--- src/hdl/aruf_pkg.sv ---
// Shared types and constants for the advertising report identifier filter.
// Depends on nothing; imported by adv_report_uuid_filter, aruf_checker and tb_top.
package aruf_pkg;

    localparam int MAX_REPORT_BYTES = 31;
    localparam int CNT_W = $clog2(MAX_REPORT_BYTES + 1);

    localparam logic [15:0]       TARGET_ID_RST   = 16'hA000;
    localparam logic signed [7:0] RSSI_FLOOR_RST  = -8'sd90;
    localparam logic [7:0]        PRIMARY_TYPE_RST  = 8'd6;
    localparam logic [7:0]        FALLBACK_TYPE_RST = 8'd9;

    // Configuration register indexes.
    localparam logic [1:0] REG_TARGET_ID     = 2'd0;
    localparam logic [1:0] REG_RSSI_FLOOR    = 2'd1;
    localparam logic [1:0] REG_PRIMARY_TYPE  = 2'd2;
    localparam logic [1:0] REG_FALLBACK_TYPE = 2'd3;

    // Values of field_source.
    localparam logic [1:0] SRC_NONE     = 2'd0;
    localparam logic [1:0] SRC_PRIMARY  = 2'd1;
    localparam logic [1:0] SRC_FALLBACK = 2'd2;

    typedef enum logic [1:0] {
        PH_LEN  = 2'd0,
        PH_TYPE = 2'd1,
        PH_DATA = 2'd2
    } phase_t;

    typedef struct packed {
        phase_t     phase;
        logic [7:0] bytes_left;
        logic       in_primary;
        logic       in_fallback;
        logic       primary_found;
        logic       fallback_found;
        logic       primary_hit;
        logic       fallback_hit;
        logic [7:0] low_half;
        logic       pair_odd;
    } parse_t;

    localparam parse_t PARSE_RST = '{
        phase:          PH_LEN,
        bytes_left:     8'd0,
        in_primary:     1'b0,
        in_fallback:    1'b0,
        primary_found:  1'b0,
        fallback_found: 1'b0,
        primary_hit:    1'b0,
        fallback_hit:   1'b0,
        low_half:       8'd0,
        pair_odd:       1'b0
    };

endpackage

--- src/hdl/adv_report_uuid_filter.sv ---
// Advertising report identifier filter: one input register, the parse logic and
// one result register. Depends on aruf_pkg.
// A result is registered from the final item of a report as that item leaves the input register.
// Throughput: one item per cycle; a final item waits in the input register only
// while an earlier verdict is still held in the result register.
// Reset (aresetn low, synchronous) restores the register defaults, clears the
// parse state and empties both registers.
module adv_report_uuid_filter (
    input  logic                aclk,
    input  logic                aresetn,
    input  logic                cfg_wr_en,
    input  logic [1:0]          cfg_index,
    input  logic [15:0]         cfg_wr_data,
    input  logic                s_valid,
    output logic                s_ready,
    input  logic [7:0]          s_payload_byte,
    input  logic                s_final_byte,
    input  logic signed [7:0]   s_signal_dbm,
    output logic                m_valid,
    input  logic                m_ready,
    output logic                m_connect_request,
    output logic [1:0]          m_field_source,
    output logic                m_target_seen
);
    import aruf_pkg::*;

    logic [15:0]       target_id_reg;
    logic signed [7:0] rssi_floor_reg;
    logic [7:0]        primary_type_reg;
    logic [7:0]        fallback_type_reg;

    logic              in_valid_reg;
    logic [7:0]        in_byte_reg;
    logic              in_final_reg;
    logic signed [7:0] in_dbm_reg;

    parse_t            st_reg, st_next, parsed;
    logic [CNT_W-1:0]  cnt_reg, cnt_next;

    logic              out_valid_reg;
    logic              out_connect_reg, out_connect_next;
    logic [1:0]        out_source_reg, out_source_next;
    logic              out_seen_reg, out_seen_next;

    logic              advance;
    logic              out_free;
    logic [15:0]       pair_id;

    assign out_free = !out_valid_reg || m_ready;
    // Non-final items never produce a result, so only a final item can stall.
    assign advance  = in_valid_reg && (!in_final_reg || out_free);
    assign s_ready  = !in_valid_reg || advance;
    assign pair_id  = {in_byte_reg, st_reg.low_half};

    // Configuration registers.
    always_ff @(posedge aclk) begin
        if (!aresetn) begin
            target_id_reg     <= TARGET_ID_RST;
            rssi_floor_reg    <= RSSI_FLOOR_RST;
            primary_type_reg  <= PRIMARY_TYPE_RST;
            fallback_type_reg <= FALLBACK_TYPE_RST;
        end else if (cfg_wr_en) begin
            case (cfg_index)
                REG_TARGET_ID:     target_id_reg     <= cfg_wr_data;
                REG_RSSI_FLOOR:    rssi_floor_reg    <= $signed(cfg_wr_data[7:0]);
                REG_PRIMARY_TYPE:  primary_type_reg  <= cfg_wr_data[7:0];
                REG_FALLBACK_TYPE: fallback_type_reg <= cfg_wr_data[7:0];
                default: ;
            endcase
        end
    end

    // Next parse state for the byte held in the input register.
    always_comb begin
        parsed = st_reg;
        case (st_reg.phase)
            PH_TYPE: begin
                parsed.bytes_left = st_reg.bytes_left - 8'd1;
                parsed.pair_odd   = 1'b0;
                if (!st_reg.primary_found && in_byte_reg == primary_type_reg) begin
                    parsed.primary_found = 1'b1;
                    parsed.in_primary    = 1'b1;
                end
                if (!st_reg.fallback_found && in_byte_reg == fallback_type_reg) begin
                    parsed.fallback_found = 1'b1;
                    parsed.in_fallback    = 1'b1;
                end
                parsed.phase = PH_DATA;
            end
            PH_DATA: begin
                if (st_reg.in_primary || st_reg.in_fallback) begin
                    if (!st_reg.pair_odd) begin
                        parsed.low_half = in_byte_reg;
                        parsed.pair_odd = 1'b1;
                    end else begin
                        if (pair_id == target_id_reg) begin
                            if (st_reg.in_primary) parsed.primary_hit = 1'b1;
                            if (st_reg.in_fallback) parsed.fallback_hit = 1'b1;
                        end
                        parsed.pair_odd = 1'b0;
                    end
                end
                parsed.bytes_left = st_reg.bytes_left - 8'd1;
            end
            default: begin
                // Length byte; a zero length is skipped.
                if (in_byte_reg != 8'd0) begin
                    parsed.bytes_left = in_byte_reg;
                    parsed.phase      = PH_TYPE;
                end else begin
                    parsed.phase = PH_LEN;
                end
            end
        endcase
        // The structure ends when its last byte has been consumed.
        if ((st_reg.phase == PH_TYPE || st_reg.phase == PH_DATA) &&
            parsed.bytes_left == 8'd0) begin
            parsed.phase       = PH_LEN;
            parsed.in_primary  = 1'b0;
            parsed.in_fallback = 1'b0;
            parsed.pair_odd    = 1'b0;
        end
        // Bytes beyond the report length limit leave the parse state alone.
        if (cnt_reg >= CNT_W'(MAX_REPORT_BYTES)) begin
            parsed = st_reg;
        end

        st_next  = st_reg;
        cnt_next = cnt_reg;
        if (advance) begin
            if (in_final_reg) begin
                st_next  = PARSE_RST;
                cnt_next = '0;
            end else begin
                st_next = parsed;
                if (cnt_reg < CNT_W'(MAX_REPORT_BYTES)) begin
                    cnt_next = cnt_reg + CNT_W'(1);
                end
            end
        end
    end

    // Verdict for a final item.
    always_comb begin
        if (parsed.primary_found) begin
            out_source_next = SRC_PRIMARY;
            out_seen_next   = parsed.primary_hit;
        end else if (parsed.fallback_found) begin
            out_source_next = SRC_FALLBACK;
            out_seen_next   = parsed.fallback_hit;
        end else begin
            out_source_next = SRC_NONE;
            out_seen_next   = 1'b0;
        end
        out_connect_next = out_seen_next && (in_dbm_reg >= rssi_floor_reg);
    end

    always_ff @(posedge aclk) begin
        if (!aresetn) begin
            in_valid_reg  <= 1'b0;
            out_valid_reg <= 1'b0;
            st_reg        <= PARSE_RST;
            cnt_reg       <= '0;
        end else begin
            st_reg  <= st_next;
            cnt_reg <= cnt_next;
            if (s_ready) begin
                in_valid_reg <= s_valid;
            end
            if (advance && in_final_reg) begin
                out_valid_reg <= 1'b1;
            end else if (m_ready) begin
                out_valid_reg <= 1'b0;
            end
        end
    end

    always_ff @(posedge aclk) begin
        if (s_valid && s_ready) begin
            in_byte_reg  <= s_payload_byte;
            in_final_reg <= s_final_byte;
            in_dbm_reg   <= s_signal_dbm;
        end
        if (advance && in_final_reg) begin
            out_connect_reg <= out_connect_next;
            out_source_reg  <= out_source_next;
            out_seen_reg    <= out_seen_next;
        end
    end

    assign m_valid           = out_valid_reg;
    assign m_connect_request = out_connect_reg;
    assign m_field_source    = out_source_reg;
    assign m_target_seen     = out_seen_reg;

endmodule

--- config.mk ---
export PLATFORM = sky130hd
export DESIGN_NAME = adv_report_uuid_filter
export DESIGN_NICKNAME = d
export VERILOG_FILES = /design/src/hdl/aruf_pkg.sv /design/src/hdl/adv_report_uuid_filter.sv
export SDC_FILE = /design/constraint.sdc
export NUM_CORES = 1
export LEC_CHECK = 0
export BUFFER_PORTS_ARGS = -buffer_cell sky130_fd_sc_hd__buf_2
export CORE_MARGIN = 2
export CORE_UTILIZATION = 53
export CTS_CLUSTER_DIAMETER = 60
export CTS_CLUSTER_SIZE = 20
export DETAILED_ROUTE_END_ITERATION = 12
export PLACE_DENSITY = 0.76
export SLEW_MARGIN = 40
export SYNTH_ARGS = -nofsm -noshare
export SYNTH_HDL_FRONTEND = slang
export SYNTH_SLANG_ARGS = --single-unit
export TNS_END_PERCENT = 5
--- constraint.sdc ---
create_clock -name aclk -period 2 [get_ports aclk]
set_input_delay 0.1 -clock aclk [delete_from_list [all_inputs] [get_ports aclk]]
set_output_delay 0.1 -clock aclk [all_outputs]
set_load 0.02 [all_outputs]
======== After elaboration in Yosys (flattened, before gate mapping) ========
Cells that the tools add are included.
word-level totals
  register bits ........................... 93
  input port bits ......................... 40
operators by class
  $add $sub $neg .......................... 2
  magnitude comparators ................... 3
  equality and inequality tests ........... 12
  muxes and demuxes ....................... 30
  reductions and logical operators ........ 40
operator list
  kind                   number
  $mux W25               2
  $mux W8                3
  $eq A16 B16 Y1         1
  $eq A8 B8 Y1           2
  $mux W1                13
  $reduce_and A2 Y1      6
  $reduce_and A4 Y1      3
  $mux W11               1
  $mux W10               1
  $mux W2                5
  $mux W5                2
  $reduce_bool A3 Y1     3
  $ge A8 B8 Y1           1
  $logic_not A8 Y1       1
  $reduce_bool A2 Y1     4
  $reduce_bool A8 Y1     1
  $sub A8 B1 Y8 const B  1
  $logic_and A1 B1 Y1    7
  $eq A2 B2 Y1 const B   3
  $add A5 B1 Y5 const B  1
  $ge A5 B5 Y1 const B   1
  $logic_not A1 Y1       5
  $logic_or A1 B1 Y1     5
  $lt A5 B5 Y1 const B   1
  other kinds (12)       14

======== Logic depth before layout (Yosys ltp) ========
  depth after elaboration ................. 10
  depth in mapped cells ................... 9
  depth with buffers taken out ............ 8

======== Worst setup path after synthesis ========
Ideal clock, no wire load.
  path kind ............................... reg-to-reg
  start point ............................. register cnt_reg[0]
  end point ............................... register out_connect_reg (netlist: m_connect_request), data pin
  library setup time ...................... 0.180 ns
  data arrival time ....................... 1.977 ns
  required time ........................... 1.820 ns
  slack ................................... -0.157 ns
  cell stages (with the launch flop) ...... 9
  path through ............................ dfxtp_1 ha_1 and3_1 ha_1 a31oi_4 and4_1 a41oi_1 or2_2 a221oi_1
between the ends
  word-level cells in the longest chain between the ends .. 5
RTL lines
  element                  RTL line                       RTL
  start, declared          adv_report_uuid_filter.sv:38   logic [CNT_W-1:0] cnt_reg, cnt_next;
  start signal, assigned   adv_report_uuid_filter.sv:166  cnt_reg <= cnt_next;
  $ge A5 B5 Y1 (*)         adv_report_uuid_filter.sv:124  if (cnt_reg >= CNT_W'(MAX_REPORT_BYTES)) begin
  $mux W25 (*)             adv_report_uuid_filter.sv:124
  $mux W1                  adv_report_uuid_filter.sv:148  end else if (parsed.fallback_found) begin
  $mux W1 (*)              adv_report_uuid_filter.sv:145  if (parsed.primary_found) begin
  $logic_and A1 B1 Y1 (*)  adv_report_uuid_filter.sv:155  out_connect_next = out_seen_next && (in_dbm_reg >= rssi_floor_reg);
  via out_connect_next     adv_report_uuid_filter.sv:41   logic out_connect_reg, out_connect_next;
  end signal, assigned     adv_report_uuid_filter.sv:185  out_connect_reg <= out_connect_next;
  end, declared            adv_report_uuid_filter.sv:41
The timed path passes the listed nets; every way through them passes the cells marked *. The select of a mux whose other input is x is not followed.
A chain may end at the register's enable or synchronous reset.

======== Worst setup path in the final report ========
Same ends and word-level chain as after synthesis.

==> impl_results.md <==
- Die footprint: 9250 sq um
- Placed Instances: 648
- Min-Delay Path Class: input port to flip-flop
- Router iterations before antenna repair: 5
- CP Data Required Time: 2210 ps
- Worst-margin pin slew: 717 ps
- Die W: 96.2 microns
- FP Rows: 33
- Yosys cell types: 58
- H-tree level count: 3
- IO buf count: 45
- Final worst slack: -160 ps
- Max stage delay cell, worst path: dfxtp_2
- GRT Residual Overflow: 0
- #FFs+latches synth: 93
- Maximum VDD drop: 0.000451 V
- Final worst hold slack: 12.1 ps
- Number of placed I/O pins: 46
- Critical path's largest stage delay: 350 ps
- Initial antenna violation count: 0
- WS Path Type: flip-flop to flip-flop
- Cell leakage power: 2.28 nW
- Startpoint types: flip-flop
- Final max-slew violation count: 0
- RSZ-0062 raised after global routing: yes
- Fin crit period: 2160 ps
- # diodes: 0
- Starting Density: 54.8%
- Worst Setup End Kind: flip-flop
- Rel. slew slack: 51.8%
- Clock latency on the worst-skew pair: 370 ps
- Synthesized net count: 532
- Fmax: 463 MHz
- Detailed placement HPWL: 7520 microns
- Area grow syn2layout: 27.0%
- Avg Cell Area, Syn: 9.40 sq um
- Drt total wl: 10,800 microns
- Final ANT Viol Nets: 0
- Final instance count without filler cells: 692
- Worst path cell trace: ha_4 > and3_4 > ha_4 > a31oi_4 > and4_4 > a41oi_2 > or2_4 > a221oi_2
- GP Congestion: 0.881
- Ys async rst share: 0%
- Critical path's most frequent cell: ha_4
- Root buffer selected by CTS: clkbuf_8
- Placed Area: 5090 sq um
- Num CTS Buffers: 9
- CTS tree: built
- Ys Warns: 0
- Hold Fails Final Rpt: 0
- Crit-path max FO: 3
- Post-synth EDFFs: 21
- Core footprint: 8220 sq um
- CTS max path bufs: 2
- Sequential-to-total area share from yosys stat: 46.0%
- Max Cap Viol: 0
- Final worst clock skew: 9.33 ps
- Final period util: 108%
- WL per Instance: 15.5 microns
- First-pass GRT wire length: 17,600 microns
- Layout Nets: 635
- Worst path arrival time: 2370 ps
- Max reg flops: 17
- Share of layout cells above drive strength 1: 24.2%
- Post-Syn Instances: 479
- Total GRT Usage: 24.8%
- Drt initial violations: 158
- Vias in the first global route: 3,704
- Syn Std Cell Area: 4500 sq um
- Number of clock sinks: 93
- # DRC: 0
- CTS clk-pin slew, worst paths: 100 ps
- Die H: 96.2 microns
- Vias per cell: 5.46
- Final setup violation count: 10
- Violated checks: negative setup slack
- P per Cell Area: 667 nW/um^2
- Status: finished with violations
- Synth Flop Type: dfxtp_1
- Routed via count: 3,776
- Largest net degree at the start of global routing: 50
- Design area: 5720 sq um
synth_stat cells (11+ instances only):
cell	n	area share, %
edfxtp_1	21	14
o21ai_0	16	1.8
ha_1	13	3.6
nand2_1	85	7.1
inv_1	17	1.4
nor2_1	17	1.4
nor2b_1	21	2.9
clkbuf_1	15	1.3
xnor2_1	18	3.5
a21boi_0	32	5.3
xor2_1	18	3.5
nand3_1	11	1.2
a22oi_1	14	2.3
dfxtp_1	72	32
cell usage in the layout, fill, tap and decap left out, types with 5 or more instances in the layout:
| master | count |
|---|---|
| buf_2 | 45 |
| buf_4 | 48 |
| nor3_1 | 5 |
| nor2b_1 | 19 |
| nor3b_1 | 5 |
| and2_1 | 5 |
| ha_1 | 10 |
| a22oi_1 | 14 |
| nor2_1 | 17 |
| xor2_1 | 18 |
| nor4_1 | 5 |
| a21oi_1 | 6 |
| xnor2_1 | 18 |
| inv_1 | 17 |
| clkbuf_8 | 9 |
| nand2_1 | 85 |
| dfxtp_1 | 68 |
| dlygate4sd3_1 | 26 |
| o21ai_0 | 13 |
| nand3_1 | 11 |
| edfxtp_1 | 21 |
| a21boi_0 | 32 |
worst paths after layout:
check                                start                           endpoint  slack, ps  cells past startpoint
max                cnt_reg[0]$_SDFFE_PN0P_        m_connect_request$_DFFE_PP_       -160                      8
min                         cfg_wr_data[0]  fallback_type_reg[0]$_SDFFE_PN1P_         10                      3
max reg2reg        cnt_reg[0]$_SDFFE_PN0P_        m_connect_request$_DFFE_PP_       -160                      8
min reg2reg  target_id_reg[6]$_SDFFE_PN0P_      target_id_reg[6]$_SDFFE_PN0P_        480                      2
routing by layer:
metal  part of all wire, %  up-vias  GRT usage, %
li1                      -     1872             -
met3                   4.6       21          5.25
met4                   2.3        0          9.05
met2                    48      110          40.7
met1                    45     1773          32.2
met5                     0        -             0
worst max-delay path: cells and delay by family, from the launching register on:
family | cells | cell delay (ps)
DFF | 1 | 350
adders and majority gates | 2 | 320
and+or+nand+nor | 3 | 740
AOI/OAI and AO/OA | 3 | 570
repair_timing:
action,CTS,global route
gates resized for setup,22,9
hold endpoints to repair,26,0
setup buffers,2,0
pin swaps,4,6
endpoints found under the setup margin,20,22
hold buffers,26,0
power breakdown:
group,internal [W],total [W],leakage (nW),switching [W]
clock,0.000592,0.00129,0.0969,0.000693
sequential,0.00198,0.00204,0.788,0.0000545
combinational,0.000243,0.000492,1.39,0.000250
total,0.00282,0.00382,2.28,0.000998
metrics by stage:
step	utilization, %	setup TNS (ps)	worst slack, ps	power (W)
final	69.6	-396	-160	0.00382
after global routing	69.6	-1220	-212	0.00397
after floorplan	-	-113	-50.3	0.00233
after CTS	69.1	-361	-115	0.00383
after global placement	61.9	-675	-133	0.00249
after detailed placement	61.9	-1150	-188	0.00250
cell families after synthesis:
| family | share of synthesized area, % |
|---|---|
| multiplexers | 0.889 |
| adder cells (fa/ha/maj) | 3.61 |
| AND/OR/NAND/NOR | 22.6 |
| XOR/XNOR | 7.00 |
| buffers and inverters | 4.31 |
| flip-flops | 46.0 |
| AO/OA/AOI/OAI | 15.6 |
cell type report:
class                           instances  area (sq um)
Fill cell                             617          2500
Tap cell                              105           131
Clock inverter                          6          70.1
Timing Repair Buffer                  119           846
Sequential cell                        93          2080
Inverter                               17          63.8
Multi-Input combinational cell        342          2400
Clock buffer                           10           128
(Power assumes the default switching activity.)
